<file path="config.mk">
export PLATFORM = sky130hd
export DESIGN_NAME = merged_sorted_head_select_core
export DESIGN_NICKNAME = d
export VERILOG_FILES = /design/src/mshs_pkg.sv /design/src/mshs_compare.sv /design/src/merged_sorted_head_select_core.sv
export SDC_FILE = /design/constraint.sdc
export NUM_CORES = 1
export LEC_CHECK = 0
export BUFFER_PORTS_ARGS = -buffer_cell sky130_fd_sc_hd__clkbuf_2
export CAP_MARGIN = 20
export CORE_MARGIN = 3
export CORE_UTILIZATION = 55
export CTS_CLUSTER_DIAMETER = 150
export CTS_CLUSTER_SIZE = 25
export DETAILED_ROUTE_END_ITERATION = 12
export PLACE_DENSITY = 0.81
export SLEW_MARGIN = 20
export SYNTH_ARGS = -nofsm -noshare
export SYNTH_HDL_FRONTEND = slang
export SYNTH_HIERARCHICAL = 1
export SYNTH_SLANG_ARGS = --single-unit
</file>
<file path="constraint.sdc">
create_clock -name clk -period 5.8 [get_ports clk]
set_clock_uncertainty 0.05 [all_clocks]
set_input_delay 0.29 -clock clk [delete_from_list [all_inputs] [get_ports clk]]
set_output_delay 0.29 -clock clk [all_outputs]
set_load 0.02 [all_outputs]
</file>
<file path="src/mshs_pkg.sv">
// ----------------------------------------------------------------------------
// mshs_pkg
// Shared types for the merged sorted head select block: the input item and
// result payload structs, and the fixed field widths.
// ----------------------------------------------------------------------------
package mshs_pkg;

  localparam int WORD_W = 64;
  localparam int PRIO_W = 32;

  typedef logic signed [WORD_W-1:0] word_t;
  typedef logic signed [PRIO_W-1:0] prio_t;

  typedef struct packed {
    logic  has_element;
    logic  elem_is_null;
    word_t elem_value;
    word_t order_key;
    word_t second_key;
    prio_t segment_priority;
    logic  segment_last;
    logic  row_last;
  } item_t;

  typedef struct packed {
    word_t result_value;
    logic  result_null;
  } result_t;

endpackage

</file>
<file path="src/mshs_compare.sv">
// ----------------------------------------------------------------------------
// mshs_compare
// Decides whether a segment head beats the current row winner: lower order
// key, then lower secondary key when enabled and different, then strictly
// higher segment priority. Earlier segment keeps exact ties.
// ----------------------------------------------------------------------------
module mshs_compare #(
  parameter int KEY_WIDTH = 64
) (
  input  logic                        secondary_enable,
  input  logic                        best_found,
  input  logic signed [KEY_WIDTH-1:0] cand_order,
  input  logic signed [KEY_WIDTH-1:0] cand_second,
  input  mshs_pkg::prio_t             cand_priority,
  input  logic signed [KEY_WIDTH-1:0] best_order,
  input  logic signed [KEY_WIDTH-1:0] best_second,
  input  mshs_pkg::prio_t             best_priority,
  output logic                        take
);

  logic order_ne;
  logic order_lt;
  logic second_ne;
  logic second_lt;
  logic prio_gt;

  // Evaluate all three key compares in parallel
  assign order_ne  = (cand_order != best_order);
  assign order_lt  = (cand_order < best_order);
  assign second_ne = (cand_second != best_second);
  assign second_lt = (cand_second < best_second);
  assign prio_gt   = (cand_priority > best_priority);

  // Select by precedence
  always_comb begin
    if (!best_found) begin
      take = 1'b1;
    end else if (order_ne) begin
      take = order_lt;
    end else if (secondary_enable && second_ne) begin
      take = second_lt;
    end else begin
      take = prio_gt;
    end
  end

endmodule

</file>
<file path="src/merged_sorted_head_select_core.sv">
// ----------------------------------------------------------------------------
// merged_sorted_head_select_core
// Picks the element a merge of a row's sorted segments would yield first.
// ----------------------------------------------------------------------------
// Usage:
//   item channel (item_valid / item_stall / item) carries one element or end
//   marker per transfer; segment_last and row_last flag the boundaries. Only
//   the first non-null element of each segment competes against the row's
//   running winner.
//   result channel (result_valid / result_stall / result) carries one result
//   per row, produced by the transfer that has row_last set.
//   cfg_wr_en / cfg_wr_data write secondary_enable; write only while idle.
// Timing:
//   One item per cycle, sustained while item_stall is low. The compare against the
//   winner register is combinational and the winner update is registered; the result
//   appears in the output register in the cycle after the row_last transfer.
//   When the receiver stalls, the result register holds and item_stall rises
//   until the result is taken; a taken result can be replaced in the same
//   cycle, so rows follow back to back.
// Reset:
//   rst (synchronous) clears the winner valid flag, the segment head flag, the
//   output valid and secondary_enable.
// ----------------------------------------------------------------------------
module merged_sorted_head_select_core #(
  parameter int VALUE_WIDTH = 64,
  parameter int KEY_WIDTH   = 64
) (
  input  logic              clk,
  input  logic              rst,
  input  logic              cfg_wr_en,
  input  logic              cfg_wr_data,
  input  logic              item_valid,
  output logic              item_stall,
  input  mshs_pkg::item_t   item,
  output logic              result_valid,
  input  logic              result_stall,
  output mshs_pkg::result_t result
);

  // Configuration and control state
  logic secondary_enable;
  logic best_found;
  logic head_taken;

  // Winner payload, stored at parameter widths
  logic signed [KEY_WIDTH-1:0]   best_order;
  logic signed [KEY_WIDTH-1:0]   best_second;
  mshs_pkg::prio_t               best_priority;
  logic signed [VALUE_WIDTH-1:0] best_value;

  logic signed [KEY_WIDTH-1:0]   cand_order;
  logic signed [KEY_WIDTH-1:0]   cand_second;
  logic signed [VALUE_WIDTH-1:0] cand_value;

  logic                          accept;
  logic                          compete;
  logic                          take;
  logic                          win_found;
  logic signed [VALUE_WIDTH-1:0] win_value;
  mshs_pkg::result_t             result_next;

  // Backpressure only while a result is held
  assign item_stall = result_valid && result_stall;
  assign accept     = item_valid && !item_stall;

  // Narrow keys and value to the configured widths
  assign cand_order  = item.order_key[KEY_WIDTH-1:0];
  assign cand_second = item.second_key[KEY_WIDTH-1:0];
  assign cand_value  = item.elem_value[VALUE_WIDTH-1:0];

  assign compete = accept && item.has_element && !item.elem_is_null && !head_taken;

  mshs_compare #(
    .KEY_WIDTH (KEY_WIDTH)
  ) u_compare (
    .secondary_enable (secondary_enable),
    .best_found       (best_found),
    .cand_order       (cand_order),
    .cand_second      (cand_second),
    .cand_priority    (item.segment_priority),
    .best_order       (best_order),
    .best_second      (best_second),
    .best_priority    (best_priority),
    .take             (take)
  );

  // Winner including this item, used for the row result
  assign win_found = best_found || (compete && take);
  assign win_value = (compete && take) ? cand_value : best_value;

  always_comb begin
    result_next.result_null  = !win_found;
    result_next.result_value = win_found ? mshs_pkg::word_t'(win_value) : '0;
  end

  // Configuration register
  always_ff @(posedge clk) begin
    if (rst) begin
      secondary_enable <= 1'b0;
    end else if (cfg_wr_en) begin
      secondary_enable <= cfg_wr_data;
    end
  end

  // Control: winner valid and segment head flag
  always_ff @(posedge clk) begin
    if (rst) begin
      best_found <= 1'b0;
      head_taken <= 1'b0;
    end else if (accept) begin
      if (item.row_last) begin
        best_found <= 1'b0;
      end else begin
        best_found <= win_found;
      end
      if (item.segment_last || item.row_last) begin
        head_taken <= 1'b0;
      end else if (compete) begin
        head_taken <= 1'b1;
      end
    end
  end

  // Winner payload: load when the head wins
  always_ff @(posedge clk) begin
    if (compete && take) begin
      best_order    <= cand_order;
      best_second   <= cand_second;
      best_priority <= item.segment_priority;
      best_value    <= cand_value;
    end
  end

  // Output register: hold while stalled, refill on row end
  always_ff @(posedge clk) begin
    if (rst) begin
      result_valid <= 1'b0;
    end else if (accept && item.row_last) begin
      result_valid <= 1'b1;
    end else if (!result_stall) begin
      result_valid <= 1'b0;
    end
  end

  always_ff @(posedge clk) begin
    if (accept && item.row_last) begin
      result <= result_next;
    end
  end

endmodule

</file>
==> impl_metrics.json, run 1 <==
{
  "wl_per_cell_um": 19.7,
  "cts_hold_buffers": 214,
  "yosysWarnings": 6,
  "crit_required_ps": 5920,
  "drt_iter0_markers": 811,
  "grt.total_usage": 0.265,
  "syn_nets": 1419,
  "ir_worst_vdd_uv": 212,
  "antenna_found_initial": 7,
  "place_ws_ps": 1230,
  "htreeDepth": 1,
  "syn_area_per_cell_um2": 13.6,
  "grt_pass1_vias": 11156,
  "r2r_cells": 14,
  "drt_first_pass_iters": 5,
  "globalRoute.totalOverflow": 0,
  "period_share": 0.795,
  "rsz0062_at_grt": "no",
  "syn-cell-area_mm2": 0.0139,
  "grt_max_degree": 117,
  "port_buffers": 300,
  "drive_above_1_share": 0.254,
  "status": "complete, no violations",
  "dieWidth_um": 165,
  "power.density_mw_per_mm2": 240,
  "fin_tns_setup_ps": 0,
  "crit_arrival_ps": 4730,
  "synth_top_cell_by_area": "edfxtp_1",
  "coreArea_mm2": 0.0246,
  "ys.flop_type": "edfxtp_1",
  "cp_max_fo": 116,
  "synth_async_sr_flop_share": 0,
  "dp_hpwl_um": 23100,
  "grt_pass1_wl_um": 57100,
  "final-hold-violation-count": 0,
  "final_max_slew_viol_count": 0,
  "top_level_ports": 301,
  "initial_utilization": 0.566,
  "cts_tree": "built",
  "cts-root-buf": "clkbuf_16",
  "cts_resized": 0,
  "setup_ws_ps": 1190,
  "synth_area_leaders": "edfxtp_1 (49%), ha_1 (14%), dfxtp_1 (9.8%)",
  "nNetsFinal": 1939,
  "numCtsBuffers": 15,
  "whs_path_depth": 2,
  "synth_top_area_frac": 0.485,
  "p_leak_nw": 8.60,
  "critPathLaunchType": "input port",
  "clock_latency_ps": 500,
  "clk_pin_slew_ps": 100,
  "routed_wl_um": 37100,
  "tightest_slew_ps": 979,
  "synth_cell_types": 47,
  "ys_ff_latch": 293,
  "postSynthCellCount": 1025,
  "die-area_mm2": 0.0273,
  "viasPerCell": 5.52,
  "setup_viol_count_final": 0,
  "cts_buffer_depth": 3,
  "vias": 10406,
  "criticalPathCategory": "in -> reg",
  "timing.slew.headroom": 0.346,
  "post-cts-setup-buffers": 0,
  "ys_seq_area_frac": 0.583,
  "drc": 0,
  "end_kind": "flop",
  "place.gp.congestion": 0.821,
  "synth-edff-count": 225,
  "die_h_um": 165,
  "fmaxAchievable_mhz": 217,
  "timing.final.crit_period_ps": 4610,
  "cts_sinks": 293,
  "min_path_type": "in -> reg",
  "drv_cap": 0,
  "areaGrowthSynthToFinish_pct": 32.3,
  "n_fill_cell": 1469,
  "row_count": 57,
  "ant_nets": 0
}
[layout make-up]
| type | count | area (um^2) | area share |
|---|---|---|---|
| clock inverter | 1 | 8.76 | 0.000476 |
| inverter | 169 | 642 | 0.0348 |
| clock buffer | 24 | 409 | 0.0222 |
| multi-input combinational | 543 | 5040 | 0.273 |
| sequential | 293 | 8120 | 0.441 |
| antenna | 9 | 22.5 | 0.00122 |
| tap | 324 | 405 | 0.0220 |
| timing repair buffer | 523 | 3780 | 0.205 |
[flip-flops by register name, indices dropped and copies added, names as in the netlist, 32 cells and up]
register and cells:
result 65, best_order 64, best_second 64, best_value 64
best_priority 32
[metrics by stage]
stage / utilization / power, mW / area [um^2] / hold slack [ps] / cells
2_1_floorplan: - / 2.92 / 13900 / 309 / 1025
3_3_place_gp: 0.641 / 3.11 / 15800 / 414 / 1634
3_5_place_dp: 0.641 / 3.15 / 15800 / 420 / 1634
4_1_cts: 0.745 / 4.40 / 18300 / 0.183 / 1873
5_1_grt: 0.748 / 4.59 / 18400 / 2.09 / 1885
6_report: 0.749 / 4.42 / 18400 / 17.9 / 1886
[cell usage after synthesis, types with 10 or more instances]
master    number
mux2_4        49
a21o_1        34
and4_1        10
nand2_1       24
mux2_2        15
ha_1         160
edfxtp_1     225
inv_1        169
nor2_1        11
o21ai_0       20
a22o_1        64
a21oi_1       51
nand4_1       31
dfxtp_1       68
nand3_1       10
[layer usage]
layer | share of wire | up-vias | GRT usage
met2 | 0.50 | 461 | 0.482
met1 | 0.38 | 4991 | 0.301
met5 | 0 | - | 0
met3 | 0.088 | 96 | 0.0713
met4 | 0.034 | 0 | 0.0907
li1 | - | 4858 | -
[cells in the final DEF (no fill, tap or decap), types with 11 or more instances in the layout]
| cell | Yosys | final |
|---|---|---|
| o21ai_0 | 20 | 20 |
| inv_1 | 169 | 168 |
| dlygate4sd3_1 | 0 | 217 |
| clkbuf_2 | 0 | 300 |
| clkbuf_16 | 0 | 15 |
| edfxtp_1 | 225 | 225 |
| ha_1 | 160 | 160 |
| nand2_1 | 24 | 23 |
| a21oi_1 | 51 | 51 |
| mux2_2 | 15 | 15 |
| a21o_1 | 34 | 34 |
| mux2_4 | 49 | 49 |
| nor2_1 | 11 | 11 |
| a22o_1 | 64 | 64 |
| dfxtp_1 | 68 | 68 |
| nand4_1 | 31 | 31 |
[worst paths after layout]
kind                                       from              to  slack, ps
worst max-delay path                   item[85]  best_order[16]       1190
worst min-delay path                  item[164]   best_value[2]         20
worst max register to register  best_second[51]  best_order[16]       1210
worst min register to register    best_value[2]   best_value[2]        440
[worst max-delay path, cell delays in order]
cell and delay [ps]:
dlygate4sd3_1 540, clkbuf_2 120, ha_1 330, nand4_1 140, nor4_1 380, and4_1 290, nand4b_1 200, nor4_1 430
nor2b_1 120, o31ai_1 240, a311o_1 190, and4bb_2 320, nand2_4 90, inv_8 530, buf_12 380
[where the power goes]
part           switching, mW  internal, mW
logic                  0.328         0.411
registers             0.0859          2.44
clock network          0.662         0.496
[cell families (layout without fill, tap and decap cells)]
logic type	Yosys count	after routing	synth area share
multiplexers	66	66	0.0664
AO/OA/AOI/OAI	200	200	0.103
AND/OR/NAND/NOR	116	116	0.0469
flip-flops	293	293	0.583
buffers and inverters	189	717	0.0561
XOR/XNOR	1	1	0.000629
adder cells (fa/ha/maj)	160	160	0.144
other	0	9	0
Note: power is estimated with default switching activity, not from simulation.
==> run 2: changes to the inputs <==
--- a/config.mk
+++ b/config.mk
@@ -8,11 +8,11 @@
 export BUFFER_PORTS_ARGS = -buffer_cell sky130_fd_sc_hd__clkbuf_2
 export CAP_MARGIN = 20
 export CORE_MARGIN = 3
-export CORE_UTILIZATION = 55
+export CORE_UTILIZATION = 50
 export CTS_CLUSTER_DIAMETER = 150
 export CTS_CLUSTER_SIZE = 25
 export DETAILED_ROUTE_END_ITERATION = 12
-export PLACE_DENSITY = 0.81
+export PLACE_DENSITY = 0.77
 export SLEW_MARGIN = 20
 export SYNTH_ARGS = -nofsm -noshare
 export SYNTH_HDL_FRONTEND = slang
==> constraint.sdc (replaced) <==
create_clock -name clk -period 3.75 [get_ports clk]
set_clock_uncertainty 0.05 [all_clocks]
set_input_delay 0.1875 -clock clk [delete_from_list [all_inputs] [get_ports clk]]
set_output_delay 0.1875 -clock clk [all_outputs]
set_load 0.02 [all_outputs]
==> impl_metrics.json, run 2 (synthesis gave the netlist of run 1 again) <==
{
  "post-route-util": 0.717,
  "critPathLaunchType": "flop",
  "largest_register": "result",
  "power.density_mw_per_mm2": 356,
  "use_met3": 0.0584,
  "timing.final.crit_period_ps": 3840,
  "htreeDepth": 1,
  "r2r_cells": 16,
  "final-hold-violation-count": 0,
  "pwr-share-comb": 0.181,
  "grt_util_met1": 0.297,
  "busiest_layer": "met2",
  "ir_worst_vdd_uv": 332,
  "fin_cells": 1994,
  "final_max_slew_viol_count": 0,
  "crit_arrival_ps": 4030,
  "n_fill_cell": 1722,
  "grt_pass1_wl_um": 59100,
  "net-switching-power_mw": 1.70,
  "dp_hpwl_um": 23600,
  "areaGrowthSynthToFinish_pct": 40.1,
  "multiInputGateArea_mm2": 0.00513,
  "dp.cells": 1712,
  "drive_above_1_share": 0.284,
  "hold_start": "item[0]",
  "period_share": 1.02,
  "layout_commonest_cell": "clkbuf_2",
  "grt_max_degree": 52,
  "drv_cap": 0,
  "cts_buffer_depth": 3,
  "drc": 0,
  "setup_viol_count_final": 227,
  "top_level_ports": 301,
  "rsz0062_at_grt": "yes",
  "crit_path_top_delay_cell": "or4_4",
  "failed_checks": "setup timing",
  "clk_pin_slew_ps": 100,
  "dieWidth_um": 173,
  "wl_per_cell_um": 19.6,
  "final_cell_mix": "clkbuf_2 (300), dlygate4sd3_1 (231), edfxtp_1 (225)",
  "vias": 10699,
  "place_ws_ps": -299,
  "hold_ws_ps": 298,
  "viasPerCell": 5.37,
  "fmaxAchievable_mhz": 261,
  "antenna_found_initial": 9,
  "grt.total_usage": 0.244,
  "setup_ws_ps": -88.6,
  "critPathBufInv": 4,
  "intPower_mw": 5.25,
  "grt.met2_usage": 0.432,
  "drt_iter0_markers": 773,
  "slowest_delay_ps": 550,
  "status": "complete, but fails checks",
  "coreArea_mm2": 0.0272,
  "path_cells": "inv_1, ha_1, nand4_1, or4_4, a21o_1, a21oi_2, nor3_2, o211ai_1, xor2_1, a311o_1, and4bb_4, buf_6, a21oi_4, buf_6, buf_12, a22o_1",
  "place.gp.congestion": 0.822,
  "row_count": 60,
  "routed_wl_um": 39100,
  "numCtsBuffers": 15,
  "ff2ff_setup_slack_ps": -90,
  "drt_first_pass_iters": 5,
  "end_kind": "flop",
  "criticalPathCategory": "reg -> reg",
  "die_h_um": 173,
  "initial_utilization": 0.512,
  "min_to": "result[8]",
  "largest_register_ffs": 65,
  "globalRoute.totalOverflow": 0,
  "worstReg2RegStart": "best_second[9]",
  "seqPwrFrac": 0.562,
  "ant_nets": 0,
  "cts-root-buf": "clkbuf_16",
  "regArea_mm2": 0.00812,
  "grt_pass1_vias": 11294,
  "die-area_mm2": 0.0299,
  "cts_tree": "built",
  "worst_path_most_repeated_cell": "buf_6",
  "crit_family": "compound AO/OA/AOI/OAI gates",
  "nNetsFinal": 2003,
  "power_mw": 6.95,
  "timing.slew.headroom": 0.650,
  "tightest_slew_ps": 522,
  "port_buffers": 300,
  "whs_path_depth": 2,
  "p_sw_frac": 0.245,
  "crit_required_ps": 3940,
  "cts_sinks": 293,
  "cp_max_fo": 13,
  "regToRegEndpoint": "result[31]",
  "pwr-share-clk": 0.257,
  "clock_latency_ps": 490,
  "p_leak_nw": 9.05,
  "min_path_type": "in -> reg"
}
## run 2: changes by cell type in the layout (fill, tap and decap cells not counted), moves of 6 or more
cell	change
buf_12	+15
buf_6	+8
dlygate4sd3_1	+14
clkbuf_16	+6
buf_4	+15
## run 2: power by group through the flow
stage,registers [mW],logic [mW],clock network (mW)
final,3.91,1.26,1.78
after global routing,3.93,1.35,1.91
after CTS,3.89,1.17,1.82
after detailed placement,3.95,0.941,0
after global placement,3.95,0.903,0
after floorplan,3.97,0.548,0
## run 2: layout make-up
| class | count | share of cell area |
|---|---|---|
| tap | 372 | 0.0239 |
| timing repair buffer | 586 | 0.240 |
| timing repair inverter | 1 | 0.000834 |
| antenna | 5 | 0.000642 |
| inverter | 169 | 0.0334 |
| multi-input combinational | 543 | 0.263 |
| clock inverter | 1 | 0.000449 |
| clock buffer | 24 | 0.0210 |
| sequential | 293 | 0.416 |
## run 2: timing repair
item,in CTS,in global routing
gates cloned,4,9
endpoints found under the setup margin,289,290
buffers inserted,8,2
pin swaps,19,22
gates resized for setup,19,22
endpoints found under the hold margin,292,0
hold buffers,231,0
## run 2: metal layers
metal	share of wire	wire length (um)
met5	0.0012	48
met2	0.50	19500
met3	0.080	3130
met4	0.031	1230
met1	0.39	15100
## run 2: how the worst max path moves through the flow
stage	startpoint	to	slack, ps	cells after the start
floorplan	best_second[10]	best_order[0]	2	14
global placement	best_second[11]	best_second[15]	-290	16
detailed placement	best_second[11]	best_second[15]	-300	16
CTS	best_second[11]	best_priority[2]	-90	15
global route	best_second[33]	best_second[11]	-260	16
finish	best_second[9]	result[31]	-90	16
## run 2: worst reg2reg max path: cells and delay by family, from the launching register on
kind / cells / cell delay, ps
and+or+nand+nor: 4 / 1070
xor gates and xnor gates: 1 / 270
AOI/OAI and AO/OA: 6 / 1120
adders and majority gates: 1 / 290
DFF: 1 / 350
buffers and inverters: 4 / 450
## run 2: per-stage QoR
| stage | TNS [ps] | area (um^2) |
|---|---|---|
| detailed placement | -59570 | 16200 |
| finish | -8530 | 19500 |
| global route | -58070 | 19500 |
| CTS | -8940 | 19200 |
| floorplan | 0 | 13900 |
| global placement | -55920 | 16200 |
==> run 3: changes to the inputs <==
--- a/config.mk
+++ b/config.mk
@@ -7,6 +7,7 @@
 export LEC_CHECK = 0
 export BUFFER_PORTS_ARGS = -buffer_cell sky130_fd_sc_hd__clkbuf_2
 export CAP_MARGIN = 20
+export CORE_ASPECT_RATIO = 0.9
 export CORE_MARGIN = 3
 export CORE_UTILIZATION = 50
 export CTS_CLUSTER_DIAMETER = 150
==> impl_metrics.json, run 3 (synthesis gave the netlist of run 1 again) <==
{
  "cts_buffer_depth": 3,
  "slowest_delay_ps": 570,
  "ant_nets": 0,
  "row_count": 57,
  "n_fill_cell": 1712,
  "routed_wl_um": 37800,
  "status": "complete, but fails checks",
  "postPlaceCellArea_mm2": 0.0160,
  "crit_required_ps": 3960,
  "clk_pin_slew_ps": 100,
  "timing.final.crit_period_ps": 3900,
  "wl_per_cell_um": 19.2,
  "setup_viol_count_final": 236,
  "coreArea_mm2": 0.0272,
  "htreeDepth": 1,
  "areaGrowthSynthToFinish_pct": 38.9,
  "fin_cells": 1963,
  "tightest_slew_ps": 830,
  "clock_latency_ps": 510,
  "dp.cells": 1684,
  "drt_iter0_markers": 738,
  "seqPwrFrac": 0.563,
  "intPower_mw": 5.24,
  "critPathLaunchType": "flop",
  "dieWidth_um": 182,
  "final_cell_mix": "clkbuf_2 (300), dlygate4sd3_1 (231), edfxtp_1 (225)",
  "cts-root-buf": "clkbuf_16",
  "layout_commonest_cell": "clkbuf_2",
  "crit_arrival_ps": 4120,
  "viasPerCell": 5.36,
  "top_level_ports": 301,
  "crit_path_top_delay_cell": "or4_4",
  "largest_register": "result",
  "final-hold-violation-count": 0,
  "grt_pass1_vias": 10923,
  "grt_max_degree": 61,
  "initial_utilization": 0.512,
  "drive_above_1_share": 0.283,
  "vias": 10515,
  "cp_max_fo": 14,
  "end_kind": "flop",
  "drv_cap": 0,
  "p_leak_nw": 8.97,
  "port_buffers": 300,
  "timing.slew.headroom": 0.446,
  "nNetsFinal": 1991,
  "globalRoute.totalOverflow": 0,
  "worst_path_most_repeated_cell": "buf_12",
  "final_area_mm2": 0.0193,
  "cts_sinks": 293,
  "period_share": 1.04,
  "criticalPathCategory": "reg -> reg",
  "die-area_mm2": 0.0299,
  "drt_first_pass_iters": 5,
  "pwr-share-clk": 0.260,
  "p_sw_frac": 0.243,
  "pwr-share-comb": 0.176,
  "place.gp.congestion": 0.814,
  "setup_ws_ps": -153,
  "min_path_type": "in -> reg",
  "failed_checks": "setup timing",
  "die_h_um": 164,
  "cts_tree": "built",
  "largest_register_ffs": 65,
  "grt.total_usage": 0.233,
  "antenna_found_initial": 4,
  "regArea_mm2": 0.00812,
  "ff2ff_setup_slack_ps": -150,
  "multiInputGateArea_mm2": 0.00518,
  "fmaxAchievable_mhz": 256,
  "power.density_mw_per_mm2": 358,
  "dp_hpwl_um": 23600,
  "grt_pass1_wl_um": 56100,
  "path_cells": "inv_1, ha_4, nand4_1, or4_4, a21o_1, a21oi_2, nor3_2, o211ai_1, xor2_1, a311o_1, and4bb_2, nand2_4, clkinv_8, buf_12, buf_12, a22o_1",
  "drc": 0,
  "ir_worst_vdd_uv": 389,
  "rsz0062_at_grt": "yes",
  "numCtsBuffers": 15,
  "final_max_slew_viol_count": 0,
  "net-switching-power_mw": 1.68
}
run 3: changes by cell type in the layout (fill, tap and decap cells not counted), moves of 2 or more:
cell | previous run | this run
ha_1 | 156 | 153
ha_4 | 4 | 7
buf_12 | 18 | 10
buf_4 | 17 | 15
buf_6 | 8 | 3
diode_2 | 5 | 3
buf_8 | 2 | 6
run 3: worst max-delay path: cells and delay by family (launching register included):
| family | cells | cell delay (ps) |
|---|---|---|
| flops | 1 | 360 |
| compound gates | 5 | 1130 |
| xor+xnor | 1 | 150 |
| buf+inv | 4 | 450 |
| fa+ha+maj | 1 | 280 |
| simple gates | 5 | 1220 |
run 3: per-stage QoR:
stage                     hold slack [ps]  setup slack [ps]  power [mW]   util  TNS (ps)
after floorplan                       207              2.08        4.52      -         0
after global placement                334              -110        4.83  0.589    -16930
after detailed placement              336              -131        4.88  0.589    -25890
after CTS                             208              8.04        6.87  0.691         0
after global routing                  252              -302        7.20  0.712    -63280
final                                 240              -153        6.92  0.712    -17320
run 3: power groups by stage:
stage               clock, mW  combinational, mW  sequential [mW]
global route             1.96               1.32             3.92
global placement            0              0.881             3.94
CTS                      1.85               1.13             3.89
floorplan                   0              0.548             3.97
finish                   1.80               1.22             3.90
detailed placement          0              0.921             3.96
run 3: layout make-up:
class | instances | area share
multi-input cells | 543 | 0.268
diodes | 3 | 0.000388
well taps | 354 | 0.0229
clock inverters | 2 | 0.000906
clock buffers | 24 | 0.0212
inverters | 169 | 0.0335
repair buffers | 575 | 0.233
flip-flops and latches | 293 | 0.420
run 3: timing repair:
item	in CTS	in global routing
endpoints found under the hold margin	292	0
pin swaps	4	33
hold buffers	231	0
cloned	0	11
resized for setup	7	40
buffers inserted	0	9
endpoints found under the setup margin	288	290
run 3: path summary, 6_finish.rpt:
check | start | to | depth (start not counted)
hold / removal | result_stall | best_found | 5
setup / recovery | best_second[10] | result[17] | 16
setup reg to reg | best_second[10] | result[17] | 16
hold reg to reg | best_value[12] | best_value[12] | 1
run 3: metal layers:
layer / vias to the layer above / wire length (um) / GRT usage / share of wire
met5: - / 13 / 0 / 0.00034
met4: 2 / 1030 / 0.0651 / 0.027
met3: 76 / 2200 / 0.0392 / 0.058
met2: 385 / 19500 / 0.421 / 0.52
met1: 5099 / 15000 / 0.289 / 0.40
li1: 4953 / - / - / -
